**src/clns_pkg.sv**
```systemverilog
// ----------------------------------------------------------------------------
// clns_pkg
// Shared types and constants for the 4-bit character LCD nibble sequencer.
// ----------------------------------------------------------------------------
package clns_pkg;

  // request modes
  localparam logic [1:0] MODE_CMD  = 2'd0;
  localparam logic [1:0] MODE_DATA = 2'd1;
  localparam logic [1:0] MODE_INIT = 2'd2;

  // configuration register indexes
  localparam logic [1:0] REG_STROBE_HOLD = 2'd0;
  localparam logic [1:0] REG_INIT_HOLD   = 2'd1;
  localparam logic [1:0] REG_POWER_WAIT  = 2'd2;

  localparam logic [7:0] STROBE_HOLD_RST = 8'd3;
  localparam logic [7:0] INIT_HOLD_RST   = 8'd10;
  localparam logic [7:0] POWER_WAIT_RST  = 8'd40;

  // step of one nibble strobe
  localparam logic [1:0] PH_SETUP = 2'd0;
  localparam logic [1:0] PH_RISE  = 2'd1;
  localparam logic [1:0] PH_FALL  = 2'd2;

  localparam logic [2:0] WAKE_LAST_IDX = 3'd3;
  localparam logic [2:0] CMD_LAST_IDX  = 3'd5;
  localparam logic [3:0] WAKE_NIB      = 4'h3;
  localparam logic [3:0] WAKE_LAST_NIB = 4'h2;

  typedef enum logic [1:0] {
    KIND_WAIT,
    KIND_WAKE,
    KIND_BYTE
  } kind_e;

  typedef struct packed {
    logic       capture;
    logic       load;
    kind_e      kind;
    logic       init;
    logic [1:0] phase;
    logic       half;
    logic [2:0] idx;
    logic       last;
  } cmd_t;

  // command bytes sent at the end of power-up
  function automatic logic [7:0] init_cmd(input logic [2:0] idx);
    logic [7:0] b;
    case (idx)
      3'd0:    b = 8'b0010_1000;
      3'd1:    b = 8'b0000_1000;
      3'd2:    b = 8'b0000_0001;
      3'd3:    b = 8'b0000_0110;
      3'd4:    b = 8'b0000_1111;
      3'd5:    b = 8'b0000_0010;
      default: b = 8'b0000_0000;
    endcase
    return b;
  endfunction

endpackage

```
**src/clns_ctrl.sv**
```systemverilog
// ----------------------------------------------------------------------------
// clns_ctrl
// Sequencer state machine: walks the pin writes of one request.
// ----------------------------------------------------------------------------
module clns_ctrl (
  input  logic          clk_i,
  input  logic          rst_ni,
  input  logic          in_valid_i,
  input  logic [1:0]    in_mode_i,
  output logic          in_stall_o,
  input  logic          can_load_i,
  output clns_pkg::cmd_t cmd_o
);

  typedef enum logic [1:0] {
    S_IDLE,
    S_WAIT,
    S_WAKE,
    S_BYTE
  } state_e;

  state_e     state_q, state_d;
  logic [1:0] phase_q, phase_d;
  logic       half_q, half_d;
  logic [2:0] idx_q, idx_d;
  logic       init_q, init_d;
  logic       accept;
  logic       step;
  logic       byte_done;

  assign in_stall_o = (state_q != S_IDLE);
  assign accept     = in_valid_i && (state_q == S_IDLE);
  assign step       = (state_q != S_IDLE) && can_load_i;
  assign byte_done  = (phase_q == clns_pkg::PH_FALL) && half_q &&
                      (!init_q || (idx_q == clns_pkg::CMD_LAST_IDX));

  always_comb begin
    cmd_o.capture = accept;
    cmd_o.load    = step;
    cmd_o.init    = init_q;
    cmd_o.phase   = phase_q;
    cmd_o.half    = half_q;
    cmd_o.idx     = idx_q;
    cmd_o.last    = (state_q == S_BYTE) && byte_done;
    unique case (state_q)
      S_WAIT:  cmd_o.kind = clns_pkg::KIND_WAIT;
      S_WAKE:  cmd_o.kind = clns_pkg::KIND_WAKE;
      default: cmd_o.kind = clns_pkg::KIND_BYTE;
    endcase
  end

  always_comb begin
    state_d = state_q;
    phase_d = phase_q;
    half_d  = half_q;
    idx_d   = idx_q;
    init_d  = init_q;
    unique case (state_q)
      S_IDLE: begin
        phase_d = clns_pkg::PH_SETUP;
        half_d  = 1'b0;
        idx_d   = '0;
        if (accept) begin
          unique case (in_mode_i) inside
            clns_pkg::MODE_CMD, clns_pkg::MODE_DATA: begin
              state_d = S_BYTE;
              init_d  = 1'b0;
            end
            clns_pkg::MODE_INIT: begin
              state_d = S_WAIT;
              init_d  = 1'b1;
            end
            default: state_d = S_IDLE;  // unused mode, no writes
          endcase
        end
      end
      S_WAIT: begin
        if (step) begin
          state_d = S_WAKE;
        end
      end
      S_WAKE: begin
        if (step) begin
          if (phase_q != clns_pkg::PH_FALL) begin
            phase_d = phase_q + 2'd1;
          end else begin
            phase_d = clns_pkg::PH_SETUP;
            if (idx_q == clns_pkg::WAKE_LAST_IDX) begin
              state_d = S_BYTE;
              idx_d   = '0;
            end else begin
              idx_d = idx_q + 3'd1;
            end
          end
        end
      end
      default: begin
        if (step) begin
          if (phase_q != clns_pkg::PH_FALL) begin
            phase_d = phase_q + 2'd1;
          end else begin
            phase_d = clns_pkg::PH_SETUP;
            half_d  = !half_q;
            if (byte_done) begin
              state_d = S_IDLE;
            end else if (half_q) begin
              idx_d = idx_q + 3'd1;
            end
          end
        end
      end
    endcase
  end

  always_ff @(posedge clk_i or negedge rst_ni) begin
    if (!rst_ni) begin
      state_q <= S_IDLE;
      phase_q <= clns_pkg::PH_SETUP;
      half_q  <= 1'b0;
      idx_q   <= '0;
      init_q  <= 1'b0;
    end else begin
      state_q <= state_d;
      phase_q <= phase_d;
      half_q  <= half_d;
      idx_q   <= idx_d;
      init_q  <= init_d;
    end
  end

`ifndef SYNTH
  a_load_busy: assert property (@(posedge clk_i) disable iff (!rst_ni)
    cmd_o.load |-> (state_q != S_IDLE))
    else $error("write loaded while idle");

  a_last_on_fall: assert property (@(posedge clk_i) disable iff (!rst_ni)
    (cmd_o.load && cmd_o.last) |=> (state_q == S_IDLE))
    else $error("request did not end after its last write");

  a_phase_range: assert property (@(posedge clk_i) disable iff (!rst_ni)
    (phase_q == clns_pkg::PH_SETUP) || (phase_q == clns_pkg::PH_RISE) ||
    (phase_q == clns_pkg::PH_FALL))
    else $error("strobe step out of range");

  a_unused_mode: assert property (@(posedge clk_i) disable iff (!rst_ni)
    (accept && (in_mode_i != clns_pkg::MODE_CMD) && (in_mode_i != clns_pkg::MODE_DATA) &&
     (in_mode_i != clns_pkg::MODE_INIT)) |=> (state_q == S_IDLE))
    else $error("unused mode started a sequence");
`endif

endmodule

```
**src/clns_dp.sv**
```systemverilog
// ----------------------------------------------------------------------------
// clns_dp
// Datapath: configuration registers, request latch and output write register.
// ----------------------------------------------------------------------------
module clns_dp (
  input  logic           clk_i,
  input  logic           rst_ni,
  input  logic           cfg_we_i,
  input  logic [1:0]     cfg_index_i,
  input  logic [7:0]     cfg_data_i,
  input  logic [1:0]     in_mode_i,
  input  logic [7:0]     in_byte_value_i,
  input  clns_pkg::cmd_t cmd_i,
  output logic           can_load_o,
  output logic           out_valid_o,
  input  logic           out_stall_i,
  output logic [3:0]     out_nibble_o,
  output logic           out_reg_select_o,
  output logic           out_enable_o,
  output logic [7:0]     out_hold_ticks_o,
  output logic           out_last_o
);

  logic [7:0] strobe_hold_q, init_hold_q, power_wait_q;
  logic [7:0] byte_q;
  logic       rs_q;
  logic       out_valid_q, out_valid_d;
  logic [3:0] nibble_q, nibble_d;
  logic       rs_out_q, rs_out_d;
  logic       en_q, en_d;
  logic [7:0] hold_q, hold_d;
  logic       last_q;
  logic [7:0] cur_byte;

  always_ff @(posedge clk_i or negedge rst_ni) begin
    if (!rst_ni) begin
      strobe_hold_q <= clns_pkg::STROBE_HOLD_RST;
      init_hold_q   <= clns_pkg::INIT_HOLD_RST;
      power_wait_q  <= clns_pkg::POWER_WAIT_RST;
    end else if (cfg_we_i) begin
      unique case (cfg_index_i)
        clns_pkg::REG_STROBE_HOLD: strobe_hold_q <= cfg_data_i;
        clns_pkg::REG_INIT_HOLD:   init_hold_q   <= cfg_data_i;
        clns_pkg::REG_POWER_WAIT:  power_wait_q  <= cfg_data_i;
        default: ;
      endcase
    end
  end

  // latch the request on its transaction
  always_ff @(posedge clk_i) begin
    if (cmd_i.capture) begin
      byte_q <= in_byte_value_i;
      rs_q   <= (in_mode_i == clns_pkg::MODE_DATA);
    end
  end

  assign cur_byte = cmd_i.init ? clns_pkg::init_cmd(cmd_i.idx) : byte_q;

  always_comb begin
    nibble_d = '0;
    rs_out_d = 1'b0;
    en_d     = (cmd_i.phase == clns_pkg::PH_RISE);
    hold_d   = '0;
    case (cmd_i.kind)
      clns_pkg::KIND_WAIT: begin
        en_d   = 1'b0;
        hold_d = power_wait_q;
      end
      clns_pkg::KIND_WAKE: begin
        nibble_d = (cmd_i.idx == clns_pkg::WAKE_LAST_IDX) ? clns_pkg::WAKE_LAST_NIB
                                                          : clns_pkg::WAKE_NIB;
        // the final wake pulse also holds after enable falls
        if (cmd_i.phase != clns_pkg::PH_FALL ||
            cmd_i.idx == clns_pkg::WAKE_LAST_IDX) begin
          hold_d = init_hold_q;
        end
      end
      default: begin
        nibble_d = cmd_i.half ? cur_byte[3:0] : cur_byte[7:4];
        rs_out_d = cmd_i.init ? 1'b0 : rs_q;
        if (cmd_i.phase != clns_pkg::PH_FALL) begin
          hold_d = strobe_hold_q;
        end
      end
    endcase
  end

  assign can_load_o  = !out_valid_q || !out_stall_i;
  assign out_valid_d = cmd_i.load ? 1'b1 : (out_valid_q && out_stall_i);

  always_ff @(posedge clk_i or negedge rst_ni) begin
    if (!rst_ni) begin
      out_valid_q <= 1'b0;
    end else begin
      out_valid_q <= out_valid_d;
    end
  end

  always_ff @(posedge clk_i) begin
    if (cmd_i.load) begin
      nibble_q <= nibble_d;
      rs_out_q <= rs_out_d;
      en_q     <= en_d;
      hold_q   <= hold_d;
      last_q   <= cmd_i.last;
    end
  end

  assign out_valid_o      = out_valid_q;
  assign out_nibble_o     = nibble_q;
  assign out_reg_select_o = rs_out_q;
  assign out_enable_o     = en_q;
  assign out_hold_ticks_o = hold_q;
  assign out_last_o       = last_q;

endmodule

```
**src/char_lcd_nibble_sequencer_unit.sv**
```systemverilog
// the first pin write is loaded into the output register after the request is registered in the state machine
// throughput: one pin write per cycle while the output is not stalled
// a byte request loads 6 pin writes and a power-up request 49, walked by the state machine
// the next request is taken the cycle after the last write is loaded
// reset: registers return to strobe_hold 3, init_hold 10, power_wait 40; idle
// ----------------------------------------------------------------------------
// char_lcd_nibble_sequencer_unit
// Turns command, data and power-up requests into 4-bit LCD pin writes.
// ----------------------------------------------------------------------------
module char_lcd_nibble_sequencer_unit (
  input  logic       clk_i,
  input  logic       rst_ni,
  input  logic       cfg_we_i,
  input  logic [1:0] cfg_index_i,
  input  logic [7:0] cfg_data_i,
  input  logic       in_valid_i,
  output logic       in_stall_o,
  input  logic [1:0] in_mode_i,
  input  logic [7:0] in_byte_value_i,
  output logic       out_valid_o,
  input  logic       out_stall_i,
  output logic [3:0] out_nibble_o,
  output logic       out_reg_select_o,
  output logic       out_enable_o,
  output logic [7:0] out_hold_ticks_o,
  output logic       out_last_o
);

  clns_pkg::cmd_t cmd;
  logic           can_load;

  clns_ctrl u_ctrl (
    .clk_i      (clk_i),
    .rst_ni     (rst_ni),
    .in_valid_i (in_valid_i),
    .in_mode_i  (in_mode_i),
    .in_stall_o (in_stall_o),
    .can_load_i (can_load),
    .cmd_o      (cmd)
  );

  clns_dp u_dp (
    .clk_i            (clk_i),
    .rst_ni           (rst_ni),
    .cfg_we_i         (cfg_we_i),
    .cfg_index_i      (cfg_index_i),
    .cfg_data_i       (cfg_data_i),
    .in_mode_i        (in_mode_i),
    .in_byte_value_i  (in_byte_value_i),
    .cmd_i            (cmd),
    .can_load_o       (can_load),
    .out_valid_o      (out_valid_o),
    .out_stall_i      (out_stall_i),
    .out_nibble_o     (out_nibble_o),
    .out_reg_select_o (out_reg_select_o),
    .out_enable_o     (out_enable_o),
    .out_hold_ticks_o (out_hold_ticks_o),
    .out_last_o       (out_last_o)
  );

endmodule
```
**config.mk**
```make
export PLATFORM = sky130hd
export DESIGN_NAME = char_lcd_nibble_sequencer_unit
export DESIGN_NICKNAME = d
export VERILOG_FILES = /design/src/clns_pkg.sv /design/src/clns_ctrl.sv /design/src/clns_dp.sv /design/src/char_lcd_nibble_sequencer_unit.sv
export SDC_FILE = /design/constraint.sdc
export NUM_CORES = 1
export LEC_CHECK = 0
export ABC_AREA = 1
export BUFFER_PORTS_ARGS = -buffer_cell sky130_fd_sc_hd__buf_2
export CAP_MARGIN = 20
export CORE_ASPECT_RATIO = 0.9
export CORE_UTILIZATION = 45
export DETAILED_ROUTE_END_ITERATION = 16
export PLACE_DENSITY = 0.8
export SLEW_MARGIN = 20
export SYNTH_ARGS = -nofsm -noshare
export SYNTH_HDL_FRONTEND = slang
export SYNTH_SLANG_ARGS = --single-unit
```
**constraint.sdc**
```tcl
create_clock -name clk_i -period 1.55 [get_ports clk_i]
set_input_delay 0.31 -clock clk_i [delete_from_list [all_inputs] [get_ports clk_i]]
set_output_delay 0.31 -clock clk_i [all_outputs]
set_load 0.01 [all_outputs]
```
==> key figures, run 1 <==
STA
  • Final Hold Violating Endpoints: 0
  • Fin crit share: 1.01
  • Slew @ Worst Pin: 0.509 ns
  • # setup viols final: 1
  • Max-Slew Margin vs Limit: 0.660
  • Clock period minus worst slack: 1.56 ns
  • Final setup margin: -0.00819 ns
  • RSZ-0062 raised after global routing: true
  • Max Freq: 642 MHz
  • Hold slack: 0.00162 ns
  • Final Max Slew Viols: 0
  • Skew final: 0.00685 ns

Power and ir drop
  • Power Total: 7190 uW
  • Max VDD drop: 0.841 mV
  • Power per cell area: 2030 mW/mm2
  • Leakage: 0.00162 uW

Floorplan
  • Die height: 77.3 um
  • Num ports: 42
  • Die X-Extent: 85.7 um
  • Core Box Area: 0.00611 mm2
  • Die ar.: 0.00662 mm2
  • Initial core utilization: 0.463
  • Row count: 27

Synth
  • Synth Area in Compound Gates: 0.128
  • Post-Synth XOR/XNOR Area: 0
  • Yosys warns: 0
  • Post-synthesis register bit count: 58
  • Mux contribution to synthesized area: 0
  • Synthesized Nets: 346
  • Synth Instances: 309
  • Post-synthesis sequential area ratio: 0.557
  • Yosys cell types: 27
  • Synth Area in Adders: 0.0530
  • Largest family of logic cells by synthesized area: simple AND/OR/NAND/NOR gates
  • Simple-gate portion of the synthesized area: 0.200
  • Syn Area/Cell: 9.17 um2
  • Synth Cell Area: 0.00283 mm2

Layout
  • Most common cell after layout, fill and taps aside: nand2_1
  • Layout area overhead: 25.2%
  • ANT cells: 0
  • Commonest non-fill, non-tap cells in the layout: nand2_1 (69), buf_2 (41), o21ai_0 (32), a21oi_1 (30), dfrtp_1 (28)
  • Layout cell share with drive strength beyond 1: 0.307
  • Post-layout util: 0.580
  • Fill cell count: 494
  • Final #Nets: 406

CTS
  • Clock Sinks: 58
  • Clock network latency to the later pin of the worst-skew pair: 0.33 ns
  • H-Tree Depth: 3
  • Num CTS Buffers: 9
  • CTS tree: done
  • Clk slew on worst S/H paths: 0.06 ns
  • Root buf cell: clkbuf_8
  • Clk buf depth: 2

GRT
  • Remaining global-route overflow: 0
  • Initial antenna violation count: 0
  • First-pass GRT wire length: 10900 um
  • Largest net degree at the start of global routing: 35
  • Total track usage: 0.215
  • Vias in the first global route: 2379

Critical path
  • Critical Path Sink Type: flip-flop
  • Cell depth of the worst setup path: 9
  • Worst Setup EP: u_ctrl.idx_q[2]
  • CP Data Arrival Time: 1.78 ns
  • Cells along the critical path: inv_1, ha_2, inv_1, nand2_1, inv_1, nand2_2, nand2_2, nand2_1, nand2_1
  • CP max stage delay: 0.37 ns
  • CP max stage cell: dfrtp_1
  • Worst-path maximum fanout: 4
  • R2r endpoint: u_ctrl.idx_q[2]
  • CP Class: flip-flop to flip-flop
  • Type of origin of the critical path: flip-flop
  • Crit path from: u_ctrl.state_q[0]
  • R2R Path Start: u_ctrl.state_q[0]
  • CP Buf/Inv Count: 3
  • Reg2reg path depth: 9
  • Delay-heaviest family, CP: simple AND/OR/NAND/NOR gates
  • CP required: 1.77 ns
  • Reg2reg setup slack: -0.008 ns

Routing
  • First-pass DRT Iterations: 5
  • Per-cell routed wire length: 14.2 um
  • Via Count: 2350
  • Final wirelength: 6540 um
  • DRT iter0 DRCs: 185
  • Post-DR vias/cell: 5.10
  • Antenna Nets Post-Route: 0
  • DRC: 0

Placed design
  • Number of buffers added on ports: 41
  • GPL Wtd Cong: 0.862
  • Half-perimeter wire length after placement: 4240 um

Outcome
  • Status: finished, violations left
  • Failing checks: setup timing

Flow run
  • Max cap viols: 0

Hold path
  • Hold WC Path Type: primary input to async pin
-- through the flow --
step | setup slack (ns) | instance area [um2] | cells | setup TNS (ns)
after floorplan | 0.0150 | 2840 | 309 | 0
after global placement | 0.0199 | 3230 | 442 | 0
after detailed placement | -0.0408 | 3230 | 442 | -0.343
after CTS | -0.00680 | 3480 | 460 | -0.00680
after global routing | -0.114 | 3550 | 461 | -0.650
final | -0.00819 | 3550 | 461 | -0.00819
-- flip-flops by register name (all words and copies together) (netlist names), 2 cells and up --
name,count
u_dp.power_wait_q,8
u_dp.byte_q,8
u_ctrl.state_q,2
u_ctrl.idx_q,3
u_ctrl.phase_q,2
u_dp.out_nibble_o,4
u_dp.strobe_hold_q,8
u_dp.out_hold_ticks_o,8
u_dp.init_hold_q,8
-- synthesized netlist by cell type --
| cell type | number | area share |
|---|---|---|
| nand2_1 | 75 | 0.099 |
| o21ai_0 | 34 | 0.060 |
| a21oi_1 | 32 | 0.057 |
| inv_1 | 30 | 0.040 |
| dfrtp_1 | 28 | 0.25 |
| edfxtp_1 | 24 | 0.25 |
| nand3_1 | 20 | 0.035 |
| nor2_1 | 15 | 0.020 |
| ha_1 | 12 | 0.053 |
| clkbuf_1 | 8 | 0.011 |
| dfstp_2 | 6 | 0.056 |
| nand2_2 | 3 | 0.0066 |
| nand4_1 | 3 | 0.0066 |
| a211oi_1 | 2 | 0.0053 |
| inv_2 | 2 | 0.0026 |
| nand3_2 | 2 | 0.0071 |
| nor2_4 | 2 | 0.0079 |
| nor3_1 | 2 | 0.0035 |
| a21boi_0 | 1 | 0.0026 |
| a31oi_1 | 1 | 0.0022 |
| buf_4 | 1 | 0.0026 |
| buf_6 | 1 | 0.0040 |
| inv_4 | 1 | 0.0022 |
| nand2_4 | 1 | 0.0040 |
| nor2_2 | 1 | 0.0022 |
| nor2_8 | 1 | 0.0071 |
| o21ai_1 | 1 | 0.0018 |
-- timing repair --
item / 4_1_cts / 5_1_grt
hold buffers: 0 / 0
endpoints found under the hold margin: 0 / 0
endpoints found under the setup margin: 12 / 16
pin swaps: 1 / 5
buffers inserted: 2 / 1
gates resized for setup: 9 / 18
-- worst register-to-register path: stages, from the launching register on --
cell and delay [ns]:
dfrtp_1 0.37, inv_1 0.12, ha_2 0.28, inv_1 0.13, nand2_1 0.15, inv_1 0.07, nand2_2 0.11, nand2_2 0.09
nand2_1 0.07, nand2_1 0.05
-- how the worst min path moves through the flow --
stage | startpoint | endpoint | slack, ns | cells after the start
5_1_grt | rst_ni | u_dp.power_wait_q[2] | 0.03 | 2
6_report | rst_ni | u_dp.strobe_hold_q[3] | 0.002 | 2
4_1_cts | rst_ni | u_ctrl.idx_q[1] | 0.01 | 2
3_5_place_dp | rst_ni | u_dp.power_wait_q[2] | 0.37 | 2
3_3_place_gp | rst_ni | u_dp.power_wait_q[2] | 0.36 | 2
2_1_floorplan | rst_ni | u_ctrl.half_q | 0.01 | 0
-- per-layer routing --
| metal | vias to the layer above | wire length (um) | global-route usage | part of all wire |
|---|---|---|---|---|
| met5 | - | 0 | 0 | 0 |
| met4 | 0 | 128 | 0.103 | 0.020 |
| met3 | 12 | 255 | 0.0409 | 0.039 |
| met2 | 71 | 3340 | 0.357 | 0.51 |
| met1 | 1120 | 2820 | 0.271 | 0.43 |
| li1 | 1147 | - | - | - |
-- final cells by class --
cell class / count / area, um2 / area share
clock buffers: 13 / 190 / 0.0536
clock inverters: 3 / 18.8 / 0.00529
inverters: 33 / 133 / 0.0374
multi-input cells: 208 / 1160 / 0.328
flip-flops and latches: 58 / 1580 / 0.445
well taps: 87 / 109 / 0.0307
repair buffers: 59 / 353 / 0.0995
-- cell families (layout without fill, tap and decap cells) --
kind of cell,Yosys count,after routing
AOI/OAI and AO/OA,71,71
and+or+nand+nor,125,125
adders and majority gates,12,12
DFF,58,58
buffers and inverters,43,108
-- where the power goes --
group	total [uW]	switching [uW]	internal, uW
sequential	2470	230	2240
combinational	3330	2080	1250
clock	1390	585	805
(Power assumes the default switching activity.)
==> run 2, diff against run 1 <==
--- a/config.mk
+++ b/config.mk
@@ -12,6 +12,7 @@
 export CORE_UTILIZATION = 45
 export DETAILED_ROUTE_END_ITERATION = 16
 export PLACE_DENSITY = 0.8
+export RECOVER_POWER = 25
 export SLEW_MARGIN = 20
 export SYNTH_ARGS = -nofsm -noshare
 export SYNTH_HDL_FRONTEND = slang
==> run 2 against run 1 <==
The run still ends with setup timing left. Clock skew about the same. Wire length hardly changed. Cell area about the same. Maximum frequency unchanged. First-iteration DRC count stayed put. Core utilization barely moved. Largest cell class unchanged.
==> key figures, run 2 (same netlist as run 1, synthesis figures left out) <==
Layout
  • Final #Nets: 406 (unchanged)
  • Commonest non-fill, non-tap cells in the layout: nand2_1 (69), buf_2 (41), o21ai_0 (32), a21oi_1 (30), dfrtp_1 (28)
  • Post-layout util: 0.580 (about the same)
  • Layout cell share with drive strength beyond 1: 0.307 (unchanged)
  • ANT cells: 0 (unchanged)
  • Fill cell count: 494 (unchanged)
  • Most common cell after layout, fill and taps aside: nand2_1
  • Sequential standard cell area: 0.00158 mm2 (unchanged)
  • Area of the multi-input gates: 0.00116 mm2 (unchanged)
  • Layout area overhead: 25.1% (about the same)

CTS
  • CTS tree: done
  • H-Tree Depth: 3 (unchanged)
  • Clock Sinks: 58 (unchanged)
  • Clk slew on worst S/H paths: 0.06 ns (about the same)
  • Num CTS Buffers: 9 (unchanged)
  • Clock network latency to the later pin of the worst-skew pair: 0.33 ns (about the same)
  • Root buf cell: clkbuf_8
  • Clk buf depth: 2 (unchanged)

GRT
  • Remaining global-route overflow: 0 (unchanged)
  • First-pass GRT wire length: 10900 um (unchanged)
  • Initial antenna violation count: 0 (unchanged)
  • Vias in the first global route: 2379 (unchanged)
  • Largest net degree at the start of global routing: 35 (unchanged)
  • Total track usage: 0.215 (unchanged)

Critical path
  • CP Class: flip-flop to flip-flop
  • Critical Path Sink Type: flip-flop
  • Type of origin of the critical path: flip-flop
  • Worst-path maximum fanout: 4 (unchanged)
  • CP required: 1.77 ns (about the same)
  • CP max stage cell: dfrtp_1
  • Cells along the critical path: inv_1, ha_2, inv_1, nand2_1, inv_1, nand2_2, nand2_2, nand2_1, nand2_1
  • CP Data Arrival Time: 1.78 ns (about the same)
  • CP max stage delay: 0.37 ns (about the same)

Placed design
  • Half-perimeter wire length after placement: 4240 um (unchanged)
  • GPL Wtd Cong: 0.862 (unchanged)
  • Number of buffers added on ports: 41 (unchanged)

STA
  • Max-Slew Margin vs Limit: 0.426 (-0.234)
  • Skew final: 0.00685 ns (+0.0000000300 ns)
  • Clock period minus worst slack: 1.56 ns (+0.000000120 ns)
  • Slew @ Worst Pin: 0.861 ns (+0.352 ns)
  • Final setup margin: -0.00819 ns (-0.000000120 ns)
  • Max Freq: 642 MHz (unchanged)
  • # setup viols final: 1 (unchanged)
  • Final Max Slew Viols: 0 (unchanged)
  • RSZ-0062 raised after global routing: true
  • Hold slack: 0.154 ns (+0.153 ns)
  • Final Hold Violating Endpoints: 0 (unchanged)
  • Fin crit share: 1.01 (about the same)

Floorplan
  • Die height: 77.3 um (unchanged)
  • Core Box Area: 0.00611 mm2 (unchanged)
  • Initial core utilization: 0.463 (unchanged)
  • Die X-Extent: 85.7 um (unchanged)
  • Row count: 27 (unchanged)
  • Die ar.: 0.00662 mm2 (unchanged)
  • Num ports: 42 (unchanged)

Hold path
  • Hold WC Path Type: primary input to flip-flop

Routing
  • DRC: 0 (unchanged)
  • Post-DR vias/cell: 5.10 (unchanged)
  • Via Count: 2350 (unchanged)
  • First-pass DRT Iterations: 5 (unchanged)
  • Per-cell routed wire length: 14.2 um (about the same)
  • Antenna Nets Post-Route: 0 (unchanged)
  • Final wirelength: 6540 um (about the same)
  • DRT iter0 DRCs: 185 (unchanged)

Outcome
  • Failing checks: setup timing
  • Status: finished, violations left

Power and ir drop
  • Leakage: 0.00162 uW (about the same)
  • Max VDD drop: 0.841 mV (about the same)
  • Power per cell area: 2030 mW/mm2 (about the same)

Flow run
  • Max cap viols: 0 (unchanged)
==> run 2: final timing paths <==
check / startpoint / endpoint / cells after the start / slack, ns
max: u_ctrl.state_q[0] / u_ctrl.idx_q[2] / 9 / -0.008
min: in_byte_value_i[7] / u_dp.byte_q[7] / 1 / 0.15
max reg2reg: u_ctrl.state_q[0] / u_ctrl.idx_q[2] / 9 / -0.008
min reg2reg: u_dp.strobe_hold_q[4] / u_dp.strobe_hold_q[4] / 2 / 0.49
max in group asynchronous: rst_ni / u_ctrl.phase_q[0] / 2 / 0.84
min in group asynchronous: rst_ni / u_dp.strobe_hold_q[3] / 2 / 0.16
==> run 2: power by group <==
part,switching (uW),internal [uW]
clock network,585,805
logic,2080,1250
registers,230,2240
==> run 2: per-stage QoR <==
step,instance area [um2],worst slack (ns),cells,total power (uW),setup TNS [ns]
2_1_floorplan,2840,0.0150,309,4460,0
3_3_place_gp,3230,0.0199,442,5320,0
3_5_place_dp,3230,-0.0408,442,5430,-0.343
4_1_cts,3480,-0.00680,460,6950,-0.00680
5_1_grt,3540,-0.114,461,7700,-0.650
6_report,3540,-0.00819,461,7190,-0.00819
==> run 2: worst max-delay path: cells and delay by family (launching register included) <==
kind	cells	cell delay [ns]
adders and majority gates	1	0.28
buffers and inverters	3	0.32
and+or+nand+nor	5	0.46
DFF	1	0.37
==> run 2: layout make-up <==
cell class              count  share of cell area
repair buffers             59              0.0988
clock inverters             3             0.00529
inverters                  33              0.0374
well taps                  87              0.0307
multi-input cells         208               0.329
clock buffers              13              0.0537
flip-flops and latches     58               0.445
==> run 2: timing repair <==
item	CTS	global route
setup buffers	2	1
hold buffers	0	0
resized for setup	9	18
endpoints found under the setup margin	12	16
pin swaps	1	5
==> run 2: per-layer routing <==
metal	share of wire	global-route usage	vias to the layer above
met4	0.020	0.103	0
li1	-	-	1147
met5	0	0	-
met3	0.039	0.0409	12
met2	0.51	0.357	71
met1	0.43	0.271	1120
